**src/rtl/tcw_pkg.sv**
```systemverilog
// Shared types, constants and codes for the text console writer.
`timescale 1ns / 1ps
`default_nettype none
package tcw_pkg;

    // Screen geometry
    localparam int COLUMNS = 80;
    localparam int ROWS    = 25;
    localparam int CELLS   = ROWS * COLUMNS;

    localparam int ADDR_W = $clog2(CELLS);
    localparam int ROW_W  = $clog2(ROWS);
    localparam int COL_W  = $clog2(COLUMNS);

    // Field widths of the port words
    localparam int CMD_W     = 2;
    localparam int CHAR_W    = 8;
    localparam int ATTR_W    = 8;
    localparam int IN_ROW_W  = 5;
    localparam int IN_COL_W  = 7;
    localparam int POS_OUT_W = 11;
    localparam int CELL_W    = CHAR_W + ATTR_W;

    // Configuration port
    localparam int CFG_INDEX_W = 1;
    localparam int CFG_DATA_W  = 4;
    localparam logic [CFG_INDEX_W-1:0] REG_FOREGROUND = 1'd0;
    localparam logic [CFG_INDEX_W-1:0] REG_BACKGROUND = 1'd1;
    localparam logic [CFG_DATA_W-1:0]  FG_RESET       = 4'd7;
    localparam logic [CFG_DATA_W-1:0]  BG_RESET       = 4'd0;

    // Command codes
    localparam logic [CMD_W-1:0] CMD_PUT   = 2'd0;
    localparam logic [CMD_W-1:0] CMD_SET   = 2'd1;
    localparam logic [CMD_W-1:0] CMD_READ  = 2'd2;
    localparam logic [CMD_W-1:0] CMD_CLEAR = 2'd3;

    // Character and attribute constants
    localparam logic [CHAR_W-1:0] CH_RETURN    = 8'h0d;
    localparam logic [CHAR_W-1:0] CH_LINEFEED  = 8'h0a;
    localparam logic [CHAR_W-1:0] CH_SPACE     = 8'h20;
    localparam logic [CHAR_W-1:0] CH_BLANK     = 8'h00;
    localparam logic [ATTR_W-1:0] ATTR_DEFAULT = 8'h07;

    typedef struct packed {
        logic [CMD_W-1:0]    command;
        logic [CHAR_W-1:0]   char_code;
        logic [IN_ROW_W-1:0] row;
        logic [IN_COL_W-1:0] col;
    } item_t;

    typedef struct packed {
        logic [POS_OUT_W-1:0] cursor_position;
        logic [IN_ROW_W-1:0]  cursor_row;
        logic [IN_COL_W-1:0]  cursor_col;
        logic [CHAR_W-1:0]    cell_char;
        logic [ATTR_W-1:0]    cell_attr;
    } result_t;

    // Controller to datapath commands
    typedef struct packed {
        logic take;        // latch the incoming word
        logic exec;        // apply the command to cursor / address
        logic init_wr;     // reset clearing pass
        logic copy;        // scroll: read one cell of the copy walk
        logic fill_start;  // scroll: point the walk at the bottom row
        logic fill_wr;     // scroll: blank one bottom-row cell
        logic clear_wr;    // clear: write one cell
        logic pos_upd;     // recompute linear cursor position
        logic load_out;    // load the result register
    } tcw_cmd_t;

    // Datapath to controller status
    typedef struct packed {
        logic [CMD_W-1:0] command;
        logic             row_over;
        logic             walk_last;
    } tcw_sts_t;

endpackage
`default_nettype wire

```
**src/rtl/tcw_ctrl.sv**
```systemverilog
// Controller state machine for the text console writer.
`timescale 1ns / 1ps
`default_nettype none
module tcw_ctrl (
    input  wire logic             clk,
    input  wire logic             rst_n,
    input  wire logic             item_valid,
    output logic                  item_stall,
    output logic                  result_valid,
    input  wire logic             result_stall,
    output tcw_pkg::tcw_cmd_t     cmd,
    input  wire tcw_pkg::tcw_sts_t sts
);
    import tcw_pkg::*;

    typedef enum logic [3:0] {
        S_INIT,
        S_IDLE,
        S_EXEC,
        S_READ,
        S_SCROLL,
        S_DRAIN,
        S_FILL,
        S_CLEAR,
        S_POS,
        S_DONE
    } state_t;

    state_t state_reg, state_next;
    logic   out_valid_reg, out_valid_next;
    logic   out_free;

    assign out_free     = !out_valid_reg || !result_stall;
    assign item_stall   = (state_reg != S_IDLE);
    assign result_valid = out_valid_reg;

    // Next state and command decode
    always_comb
    begin
        state_next = state_reg;
        cmd        = '0;
        case (state_reg)
            S_INIT:
            begin
                cmd.init_wr = 1'b1;
                if (sts.walk_last)
                    state_next = S_IDLE;
            end
            S_IDLE:
            begin
                if (item_valid)
                begin
                    cmd.take   = 1'b1;
                    state_next = S_EXEC;
                end
            end
            S_EXEC:
            begin
                cmd.exec = 1'b1;
                case (sts.command)
                    CMD_PUT:   state_next = sts.row_over ? S_SCROLL : S_POS;
                    CMD_SET:   state_next = S_POS;
                    CMD_READ:  state_next = S_READ;
                    CMD_CLEAR: state_next = S_CLEAR;
                    default:   state_next = S_POS;
                endcase
            end
            S_READ:
                state_next = S_DONE;
            S_SCROLL:
            begin
                cmd.copy = 1'b1;
                if (sts.walk_last)
                    state_next = S_DRAIN;
            end
            S_DRAIN:
            begin
                // last copied cell is written here
                cmd.fill_start = 1'b1;
                state_next     = S_FILL;
            end
            S_FILL:
            begin
                cmd.fill_wr = 1'b1;
                if (sts.walk_last)
                    state_next = S_POS;
            end
            S_CLEAR:
            begin
                cmd.clear_wr = 1'b1;
                if (sts.walk_last)
                    state_next = S_POS;
            end
            S_POS:
            begin
                cmd.pos_upd = 1'b1;
                state_next  = S_DONE;
            end
            S_DONE:
            begin
                if (out_free)
                begin
                    cmd.load_out = 1'b1;
                    state_next   = S_IDLE;
                end
            end
            default:
                state_next = S_IDLE;
        endcase
    end

    // Result valid: set on load, cleared when the word is taken
    always_comb
    begin
        if (cmd.load_out)
            out_valid_next = 1'b1;
        else if (!result_stall)
            out_valid_next = 1'b0;
        else
            out_valid_next = out_valid_reg;
    end

    always_ff @(posedge clk or negedge rst_n)
    begin
        if (!rst_n)
        begin
            state_reg     <= S_INIT;
            out_valid_reg <= 1'b0;
        end
        else
        begin
            state_reg     <= state_next;
            out_valid_reg <= out_valid_next;
        end
    end

endmodule
`default_nettype wire

```
**config.mk**
```make
export PLATFORM = sky130hd
export DESIGN_NAME = tcw_ctrl
export DESIGN_NICKNAME = d
export VERILOG_FILES = /design/src/rtl/tcw_pkg.sv /design/src/rtl/tcw_ctrl.sv
export SDC_FILE = /design/constraint.sdc
export NUM_CORES = 1
export LEC_CHECK = 0
export ABC_AREA = 1
export BUFFER_PORTS_ARGS = -buffer_cell sky130_fd_sc_hd__buf_2
export CAP_MARGIN = 20
export CELL_PAD_IN_SITES_DETAIL_PLACEMENT = 1
export CELL_PAD_IN_SITES_GLOBAL_PLACEMENT = 2
export CORE_MARGIN = 10
export CORE_UTILIZATION = 22
export CTS_CLUSTER_SIZE = 12
export DETAILED_ROUTE_END_ITERATION = 12
export MAX_ROUTING_LAYER = met4
export PLACE_DENSITY = 0.87
export SLEW_MARGIN = 30
export SYNTH_ARGS = -nofsm -noshare
export SYNTH_HDL_FRONTEND = slang
export SYNTH_SLANG_ARGS = --single-unit
```
**constraint.sdc**
```tcl
create_clock -name clk -period 3 [get_ports clk]
set_input_delay 0.3 -clock clk [delete_from_list [all_inputs] [get_ports clk]]
set_output_delay 0.3 -clock clk [all_outputs]
set_load 0.01 [all_outputs]
```
==> impl_metrics.yaml, run 1 <==
timing:
  clock_skew_ps: 4.33
  slew_viol_final: 0
  fin_worst_hold_slack_ps: 321
  post-route-min-period_ps: 1660
  achievable-frequency_mhz: 601
  setup_tns_ps: 0
  slew-limit-headroom: 0.817
  unrepaired_setup_endpoints_after_global_routing: "no"
  hold_violations: 0
  worstMarginPinSlew_ps: 273
  final.period_utilization: 0.555
  setup_viol_count_final: 0
worst_setup_path:
  worstSetupPathType: "reg2out"
  timing.critical_path.from_type: "flop"
  timing.critical_path.required_ps: 2700
  cpLargestDelayFamily: "flip-flops"
  worstSetupStartpoint: "state_reg[1]"
  setup.reg_to_reg.worst_slack_ps: 1660
  critical_path.cell_chain: "inv_2, nand2_2, nor2_1, inv_1, nor2_1, buf_2"
  crit_arrival_ps: 1360
  worstSetupEndpointType: "output port"
  slowest_delay_ps: 420
  rr_startpoint: "state_reg[3]"
  critical_path_cell_count: 6
  setup.worst_path.end: "cmd[8]"
  crit-reg2reg-capture: "state_reg[0]"
  critical_path_peak_fanout: 5
  path_buf_inv: 3
  number_of_cells_on_the_worst_reg_to_reg_path: 9
  cpMaxStageDelayCell: "sky130_fd_sc_hd__dfrtp_1"
  crit_top_cell: "sky130_fd_sc_hd__nor2_1"
drt:
  via_count: 545
  drt_first_pass_iters: 3
  finalWirelength_mm: 1.43
  ant_nets_after_route: 0
  drt_first_iter_violations: 3
  wl_per_cell_um: 10.9
  viasPerCell: 4.16
  post-route-drc-count: 0
floorplanning:
  dieArea_um2: 4220
  row_count: 16
  start_util: 0.229
  die_width_um: 65.0
  boundaryPins: 19
  fp.coreArea_um2: 1940
  die_height_um: 65.0
cts:
  worst_skew_pair.late_latency_ps: 240
  clock-root-buffer: "sky130_fd_sc_hd__clkbuf_4"
  ctsResizeCount: 0
  clock_tree.buffer_depth: 2
  cts_tree: "yes"
  holdBufCountCts: 1
  tritoncts_buffers: 3
  post_cts_buffers: 0
  clock_tree.htree_level_count: 1
  cts.sink_count: 5
  worst_setup_hold_path_clk_slew_ps: 40
logic_synthesis:
  synth_area_leader_cell: "sky130_fd_sc_hd__dfrtp_1"
  number_of_nets_in_the_synthesized_netlist: 90
  gate_count_post_synth: 82
  ys_ff_latch: 5
  synth_warnings: 0
  netlist.area_leader.share: 0.281
  summed_instance_area_of_the_synthesized_netlist_um2: 445
  synth_seq_area_share: 0.281
  ys_types: 14
  avgSynthCellArea_um2: 5.43
  synth_top_area_cells: "sky130_fd_sc_hd__dfrtp_1 28%, sky130_fd_sc_hd__nand2_1 28%, sky130_fd_sc_hd__inv_1 13%"
finish:
  final_cells: 131
  final_cell_mix: "33 x sky130_fd_sc_hd__nand2_1, 18 x sky130_fd_sc_hd__buf_2, 15 x sky130_fd_sc_hd__inv_1"
  areaGrowthSynthToFinish_pct: 34.3
  share_of_final_layout_standard_cells_stronger_than_drive_strength_1: 0.250
  largest_register_ff_count: 4
  antenna_cells_inserted: 0
  num-nets-final: 113
  final_common_cell: "sky130_fd_sc_hd__nand2_1"
power:
  report.power.total_uw: 505
  switching_share: 0.507
  p_int_uw: 249
  max_vdd_drop_uv: 400
  seq_power_share: 0.246
  cellLeakagePower_uw: 0.000422
  power.switching_uw: 256
  clkPwrFrac: 0.149
  power.density_nw_per_um2: 844
  power_frac_comb: 0.605
flow_run:
  max-cap-violations: 0
place:
  detailedPlacementHpwl_mm: 1.30
  io_buffer_count: 18
  placed_cells_incl_taps: 126
  gpl.final_weighted_congestion: 0.812
global_route:
  grt_util_all_layers: 0.0713
  antenna_found_initial: 0
  globalRoute.totalOverflow: 0
  grt_first_pass_wirelength_mm: 2.48
  grt_max_degree: 8
  first_global_vias: 593
min_path:
  hold_class: "in2reg"
outcome:
  outcome: "complete, no violations"
## cell type report
cell class / count / area, um^2
clock buffers: 4 / 26.3
fillers: 288 / 1340
inverters: 17 / 65.1
multi-input cells: 59 / 248
flip-flops and latches: 5 / 125
well taps: 27 / 33.8
repair buffers: 19 / 100
## per-layer routing
layer	part of all wire	vias up	wire length (um)	GRT usage
li1	-	284	-	-
met1	0.43	252	615	0.0733
met2	0.53	9	758	0.134
met3	0.042	0	60	0.0258
met4	0	0	0	0
met5	0	-	0	-
## power groups by stage
stage | clock (uW) | combinational [uW] | sequential, uW
3_3_place_gp | 0 | 307 | 124
5_1_grt | 81.6 | 358 | 129
6_report | 75.1 | 305 | 124
4_1_cts | 77.8 | 314 | 124
3_5_place_dp | 0 | 311 | 124
2_1_floorplan | 0 | 215 | 120
## logic make-up (layout without fill, tap and decap cells)
kind of cell           count (synthesis)  after routing  synth area share
flip-flops                             5              5             0.281
buffers and inverters                 18             40             0.163
AND/OR/NAND/NOR                       55             55             0.500
AO/OA/AOI/OAI                          4              4            0.0562
## stage by stage
step	utilization	instance area, um^2	worst slack [ps]
floorplan	-	445	1720
global placement	0.289	562	1580
global route	0.308	598	1190
CTS	0.308	598	1300
finish	0.308	598	1340
detailed placement	0.289	562	1570
## worst min-delay path, delay by kind of cell
family,cells,cell delay [ps]
AND/OR/NAND/NOR,2,140
buffers and inverters,1,90
## cells in the mapped netlist
cell / n
sky130_fd_sc_hd__nand3_1: 3
sky130_fd_sc_hd__nor3_1: 3
sky130_fd_sc_hd__nand2_2: 1
sky130_fd_sc_hd__clkinv_2: 1
sky130_fd_sc_hd__dfrtp_1: 5
sky130_fd_sc_hd__o22ai_1: 1
sky130_fd_sc_hd__inv_2: 1
sky130_fd_sc_hd__buf_4: 1
sky130_fd_sc_hd__nand3_2: 1
sky130_fd_sc_hd__nor2_1: 14
sky130_fd_sc_hd__inv_1: 15
sky130_fd_sc_hd__o21ai_0: 2
sky130_fd_sc_hd__nand2_1: 33
sky130_fd_sc_hd__a21oi_2: 1
## worst min-delay path by stage
| stage | startpoint | endpoint | slack [ps] | cells after the start |
|---|---|---|---|---|
| after floorplan | rst_n | result_valid | 4 | 0 |
| after global placement | rst_n | result_valid | 120 | 1 |
| after detailed placement | rst_n | result_valid | 120 | 1 |
| after CTS | result_stall | result_valid | 320 | 3 |
| after global routing | result_stall | result_valid | 350 | 3 |
| final | result_stall | result_valid | 320 | 3 |
No activity file was read; power rests on OpenSTA's default activity.
==> inputs of run 2 (changes only) <==
- ABC_AREA: 1 -> 0
- CORE_UTILIZATION: 22 -> 23
- PLACE_DENSITY: 0.87 -> 0.82
- clock period: 3 -> 1.6 ns (I/O delays scaled with it)
==> impl_metrics.yaml, run 2 <==
drt:
  finalWirelength_mm: 1.35
  drt_first_iter_violations: 6
  via_count: 470
  post-route-drc-count: 0
  ant_nets_after_route: 0
  viasPerCell: 4.52
  wl_per_cell_um: 13.0
  drt_first_pass_iters: 4
global_route:
  use_met3: 0.0251
  grt_util_all_layers: 0.0693
  global_route.peak_usage_layer: "met2"
  grt_first_pass_wirelength_mm: 2.20
  met1_usage: 0.0619
  grt_max_degree: 11
  global_route.usage.met2: 0.123
  antenna_found_initial: 0
  first_global_vias: 507
  globalRoute.totalOverflow: 0
cts:
  worst_skew_pair.late_latency_ps: 240
  clock_tree.buffer_depth: 2
  tritoncts_buffers: 3
  clock_tree.htree_level_count: 1
  cts_tree: "yes"
  clock-root-buffer: "sky130_fd_sc_hd__clkbuf_4"
  worst_setup_hold_path_clk_slew_ps: 40
  cts.sink_count: 5
finish:
  n_fill_cell: 228
  final_common_cell: "sky130_fd_sc_hd__buf_2"
  num-nets-final: 88
  stdcell_area_um2: 618
  final_cell_mix: "18 x sky130_fd_sc_hd__buf_2, 7 x sky130_fd_sc_hd__nand2_1, 6 x sky130_fd_sc_hd__nor2_1"
  areaGrowthSynthToFinish_pct: 46.6
  antenna_cells_inserted: 0
  final_cells: 104
  share_of_final_layout_standard_cells_stronger_than_drive_strength_1: 0.456
  largest_register_ff_count: 4
logic_synthesis:
  ys_top_cells_by_count: "7 x sky130_fd_sc_hd__nand2_1, 6 x sky130_fd_sc_hd__nor2_1, 5 x sky130_fd_sc_hd__a21oi_1, 5 x sky130_fd_sc_hd__dfrtp_1"
  ys_ff_latch: 5
  synth_warnings: 0
  number_of_nets_in_the_synthesized_netlist: 63
  synth_edf_count: 0
  ys_types: 28
  synth_area_leader_cell: "sky130_fd_sc_hd__dfrtp_1"
  gate_count_post_synth: 55
  yosys_most_used_dff: "sky130_fd_sc_hd__dfrtp_1"
  synth_async_sr_flop_share: 1.00
  netlist.area_leader.share: 0.297
  synth.most_common_cell: "sky130_fd_sc_hd__nand2_1"
  avgSynthCellArea_um2: 7.67
  synth_seq_area_share: 0.297
  summed_instance_area_of_the_synthesized_netlist_um2: 422
  synth_top_area_cells: "sky130_fd_sc_hd__dfrtp_1 30%, sky130_fd_sc_hd__nand2_1 6.2%, sky130_fd_sc_hd__a21oi_1 5.9%"
floorplanning:
  die_height_um: 62.8
  dieArea_um2: 3950
  start_util: 0.244
  die_width_um: 62.8
  boundaryPins: 19
  row_count: 15
  fp.coreArea_um2: 1730
worst_setup_path:
  worstSetupPathType: "reg2out"
  worstSetupEndpointType: "output port"
  timing.critical_path.required_ps: 1440
  crit_arrival_ps: 1400
  critical_path_peak_fanout: 7
  timing.critical_path.from_type: "flop"
timing:
  worstMarginPinSlew_ps: 268
  unrepaired_setup_endpoints_after_global_routing: "yes"
  slew-limit-headroom: 0.820
  setup_tns_ps: 0
  setup_viol_count_final: 0
  post-route-min-period_ps: 1560
  hold_violations: 0
  slew_viol_final: 0
  clock_skew_ps: 2.27
  final.period_utilization: 0.978
  achievable-frequency_mhz: 639
power:
  cellLeakagePower_uw: 0.000312
  power.density_nw_per_um2: 1720
  max_vdd_drop_uv: 388
place:
  io_buffer_count: 18
  gpl.final_weighted_congestion: 0.769
  placement.cell_area_um2: 548
  detailedPlacementHpwl_mm: 1.13
  placed_cells_incl_taps: 98
min_path:
  hold_class: "in2reg"
flow_run:
  max-cap-violations: 0
outcome:
  outcome: "complete, no violations"
-- run 2: cell types whose count changed in the layout (fill, tap and decap cells not counted), sizes merged, moves of 2 or more --
cell and change:
nand3 -4, nand2 -27, a21oi +4, and3 +2
o21ai +2, buf +6, nor2 -8, inv -14
nand2b +2
-- run 2: cell families after synthesis --
| family | after synthesis | synth area share |
|---|---|---|
| AND/OR/NAND/NOR | 29 | 0.383 |
| AO/OA/AOI/OAI | 14 | 0.226 |
| buffers and inverters | 7 | 0.0950 |
| flip-flops | 5 | 0.297 |
-- run 2: power breakdown --
group / switching (uW) / total, uW / internal [uW]
Combinational: 332 / 665 / 333
Clock: 50.6 / 145 / 94.2
Sequential: 69.1 / 251 / 181
-- run 2: path summary, 6_finish.rpt --
| kind | from | end | slack, ps | depth (start not counted) |
|---|---|---|---|---|
| min reg2reg | result_valid | result_valid | 590 | 2 |
| max reg2reg | state_reg[1] | state_reg[1] | 80 | 4 |
| min | result_stall | result_valid | 200 | 3 |
| max in group asynchronous | rst_n | state_reg[0] | 1200 | 2 |
| max | state_reg[0] | cmd[7] | 40 | 4 |
| min in group asynchronous | rst_n | state_reg[1] | 260 | 2 |
-- run 2: metal layers --
layer / vias to the layer above / share of wire
li1: 236 / -
met1: 226 / 0.38
met2: 8 / 0.56
met3: 0 / 0.063
met4: 0 / 0
met5: - / 0
-- run 2: layout make-up --
| cell class | count | area (um^2) | share of cell area |
|---|---|---|---|
| Multi-Input combinational cell | 43 | 277 | 0.447 |
| Tap cell | 25 | 31.3 | 0.0506 |
| Clock buffer | 4 | 26.3 | 0.0425 |
| Sequential cell | 5 | 128 | 0.206 |
| Timing Repair Buffer | 25 | 149 | 0.241 |
| Inverter | 2 | 7.51 | 0.0121 |
-- run 2: through the flow --
stage / power [uW] / setup WS (ps) / util / hold WS (ps)
3_3_place_gp: 837 / 128 / 0.317 / -24.7
6_report: 1060 / 35.5 / 0.358 / 203
5_1_grt: 1160 / -38.3 / 0.358 / 226
2_1_floorplan: 649 / 74.2 / - / -136
4_1_cts: 1020 / 5.52 / 0.341 / 190
3_5_place_dp: 860 / 74.1 / 0.317 / -21.4
-- run 2: what timing repair did --
action	4_1_cts	5_1_grt
setup buffers	0	1
hold endpoints to repair	5	0
pin swaps	0	2
endpoints found under the setup margin	1	6
hold buffers	1	0
gates resized for setup	1	6
-- run 2: critical path: stages, from the launching register on --
cell and delay (ps):
sky130_fd_sc_hd__dfrtp_2 440, sky130_fd_sc_hd__buf_4 170, sky130_fd_sc_hd__nand2b_4 140, sky130_fd_sc_hd__nor3_2 240
sky130_fd_sc_hd__buf_2 180
==> inputs of run 3 (changes only) <==
- CORE_UTILIZATION: 23 -> 24
- CTS_BUF_LIST: default -> sky130_fd_sc_hd__clkbuf_4 sky130_fd_sc_hd__clkbuf_8
- CTS_CLUSTER_DIAMETER: default -> 60
- PLACE_DENSITY: 0.82 -> 0.85
==> impl_metrics.yaml, run 3 (synthesis gave the netlist of run 2 again) <==
drt:
  via_count: 460
  wl_per_cell_um: 13.9
  viasPerCell: 4.89
  drt_first_pass_iters: 2
  finalWirelength_mm: 1.31
  post-route-drc-count: 0
  ant_nets_after_route: 0
  drt_first_iter_violations: 3
finish:
  final_cell_mix: "18 x sky130_fd_sc_hd__buf_2, 7 x sky130_fd_sc_hd__nand2_1, 6 x sky130_fd_sc_hd__nor2_1"
  final_common_cell: "sky130_fd_sc_hd__buf_2"
  num-nets-final: 86
  antenna_cells_inserted: 0
  final_cells: 94
  n_fill_cell: 205
  areaGrowthSynthToFinish_pct: 42.7
  stdcell_area_um2: 602
  share_of_final_layout_standard_cells_stronger_than_drive_strength_1: 0.442
  largest_register_ff_count: 4
worst_setup_path:
  worstSetupEndpointType: "output port"
  setup.reg_to_reg.worst_slack_ps: 110
  critical_path_peak_fanout: 9
  timing.critical_path.required_ps: 1440
  timing.critical_path.from_type: "flop"
  crit_arrival_ps: 1400
  worstSetupPathType: "reg2out"
power:
  cellLeakagePower_uw: 0.000305
  max_vdd_drop_uv: 472
  seq_power_share: 0.244
  power.switching_uw: 456
  power_frac_comb: 0.594
  switching_share: 0.431
  p_int_uw: 602
  power.density_nw_per_um2: 1760
  clkPwrFrac: 0.162
floorplanning:
  boundaryPins: 19
  dieArea_um2: 3830
  die_width_um: 61.9
  row_count: 15
  die_height_um: 61.9
  fp.coreArea_um2: 1690
  start_util: 0.250
outcome:
  outcome: "complete, no violations"
global_route:
  first_global_vias: 472
  globalRoute.totalOverflow: 0
  grt_util_all_layers: 0.0756
  grt_first_pass_wirelength_mm: 2.13
  antenna_found_initial: 0
  grt_max_degree: 13
timing:
  hold_violations: 0
  unrepaired_setup_endpoints_after_global_routing: "yes"
  clock_skew_ps: 10.5
  post-route-min-period_ps: 1560
  final.period_utilization: 0.972
  achievable-frequency_mhz: 643
  worstMarginPinSlew_ps: 287
  setup_viol_count_final: 0
  slew-limit-headroom: 0.807
  slew_viol_final: 0
flow_run:
  max-cap-violations: 0
cts:
  post_cts_buffers: 0
  clock-root-buffer: "sky130_fd_sc_hd__clkbuf_4"
  cts.sink_count: 5
  worst_setup_hold_path_clk_slew_ps: 40
  tritoncts_buffers: 3
  worst_skew_pair.late_latency_ps: 250
  clock_tree.buffer_depth: 2
  cts_tree: "yes"
  clock_tree.htree_level_count: 1
place:
  placement.cell_area_um2: 531
  io_buffer_count: 18
  detailedPlacementHpwl_mm: 1.09
  gpl.final_weighted_congestion: 0.745
  placed_cells_incl_taps: 89
min_path:
  hold_class: "in2reg"
run 3: final cells by class:
cell class                 instances  area (um^2)  area share
sequential                         5          128       0.212
timing repair buffer              23          134       0.222
tap                               17         21.3      0.0353
multi-input combinational         43          282       0.468
clock buffer                       4         30.0      0.0499
inverter                           2         7.51      0.0125
run 3: final timing paths:
path,endpoint,cells past startpoint,from
max,cmd[0],5,state_reg[2]
min,result_valid,3,result_stall
max reg2reg,state_reg[1],4,state_reg[0]
min reg2reg,result_valid,2,result_valid
max in group asynchronous,state_reg[3],2,rst_n
min in group asynchronous,state_reg[1],2,rst_n
run 3: critical path, stage by stage, from the launching register on:
cell                        delay, ps
sky130_fd_sc_hd__dfrtp_1          400
sky130_fd_sc_hd__buf_6            150
sky130_fd_sc_hd__nand4bb_4        210
sky130_fd_sc_hd__buf_4            150
sky130_fd_sc_hd__a21oi_1          100
sky130_fd_sc_hd__buf_2            150
run 3: power groups by stage:
stage / Combinational [uW] / Clock (uW) / Sequential, uW
2_1_floorplan: 443 / 0 / 205
3_3_place_gp: 586 / 0 / 236
3_5_place_dp: 598 / 0 / 242
4_1_cts: 603 / 175 / 240
5_1_grt: 705 / 191 / 268
6_report: 628 / 171 / 258
run 3: repair_timing:
action / in CTS / in global routing
setup endpoints to repair: 1 / 4
hold buffers: 1 / 0
hold endpoints to repair: 5 / 0
resized for setup: 1 / 5
run 3: per-layer routing:
layer	part of all wire	track usage	vias to the layer above
met4	0	0.0287	0
met1	0.42	0.0796	216
met3	0.052	0.0264	0
met2	0.52	0.127	9
met5	0	-	-
li1	-	-	235
run 3: through the flow:
step	utilization	TNS, ps	setup slack (ps)	power [uW]	hold WS (ps)
after floorplan	-	0	74.2	649	-136
after global routing	0.356	-99.9	-52.0	1160	186
after global placement	0.314	0	126	823	-18.7
final	0.356	0	44.8	1060	180
after CTS	0.339	0	23.5	1020	180
after detailed placement	0.314	0	95.7	840	-14.0
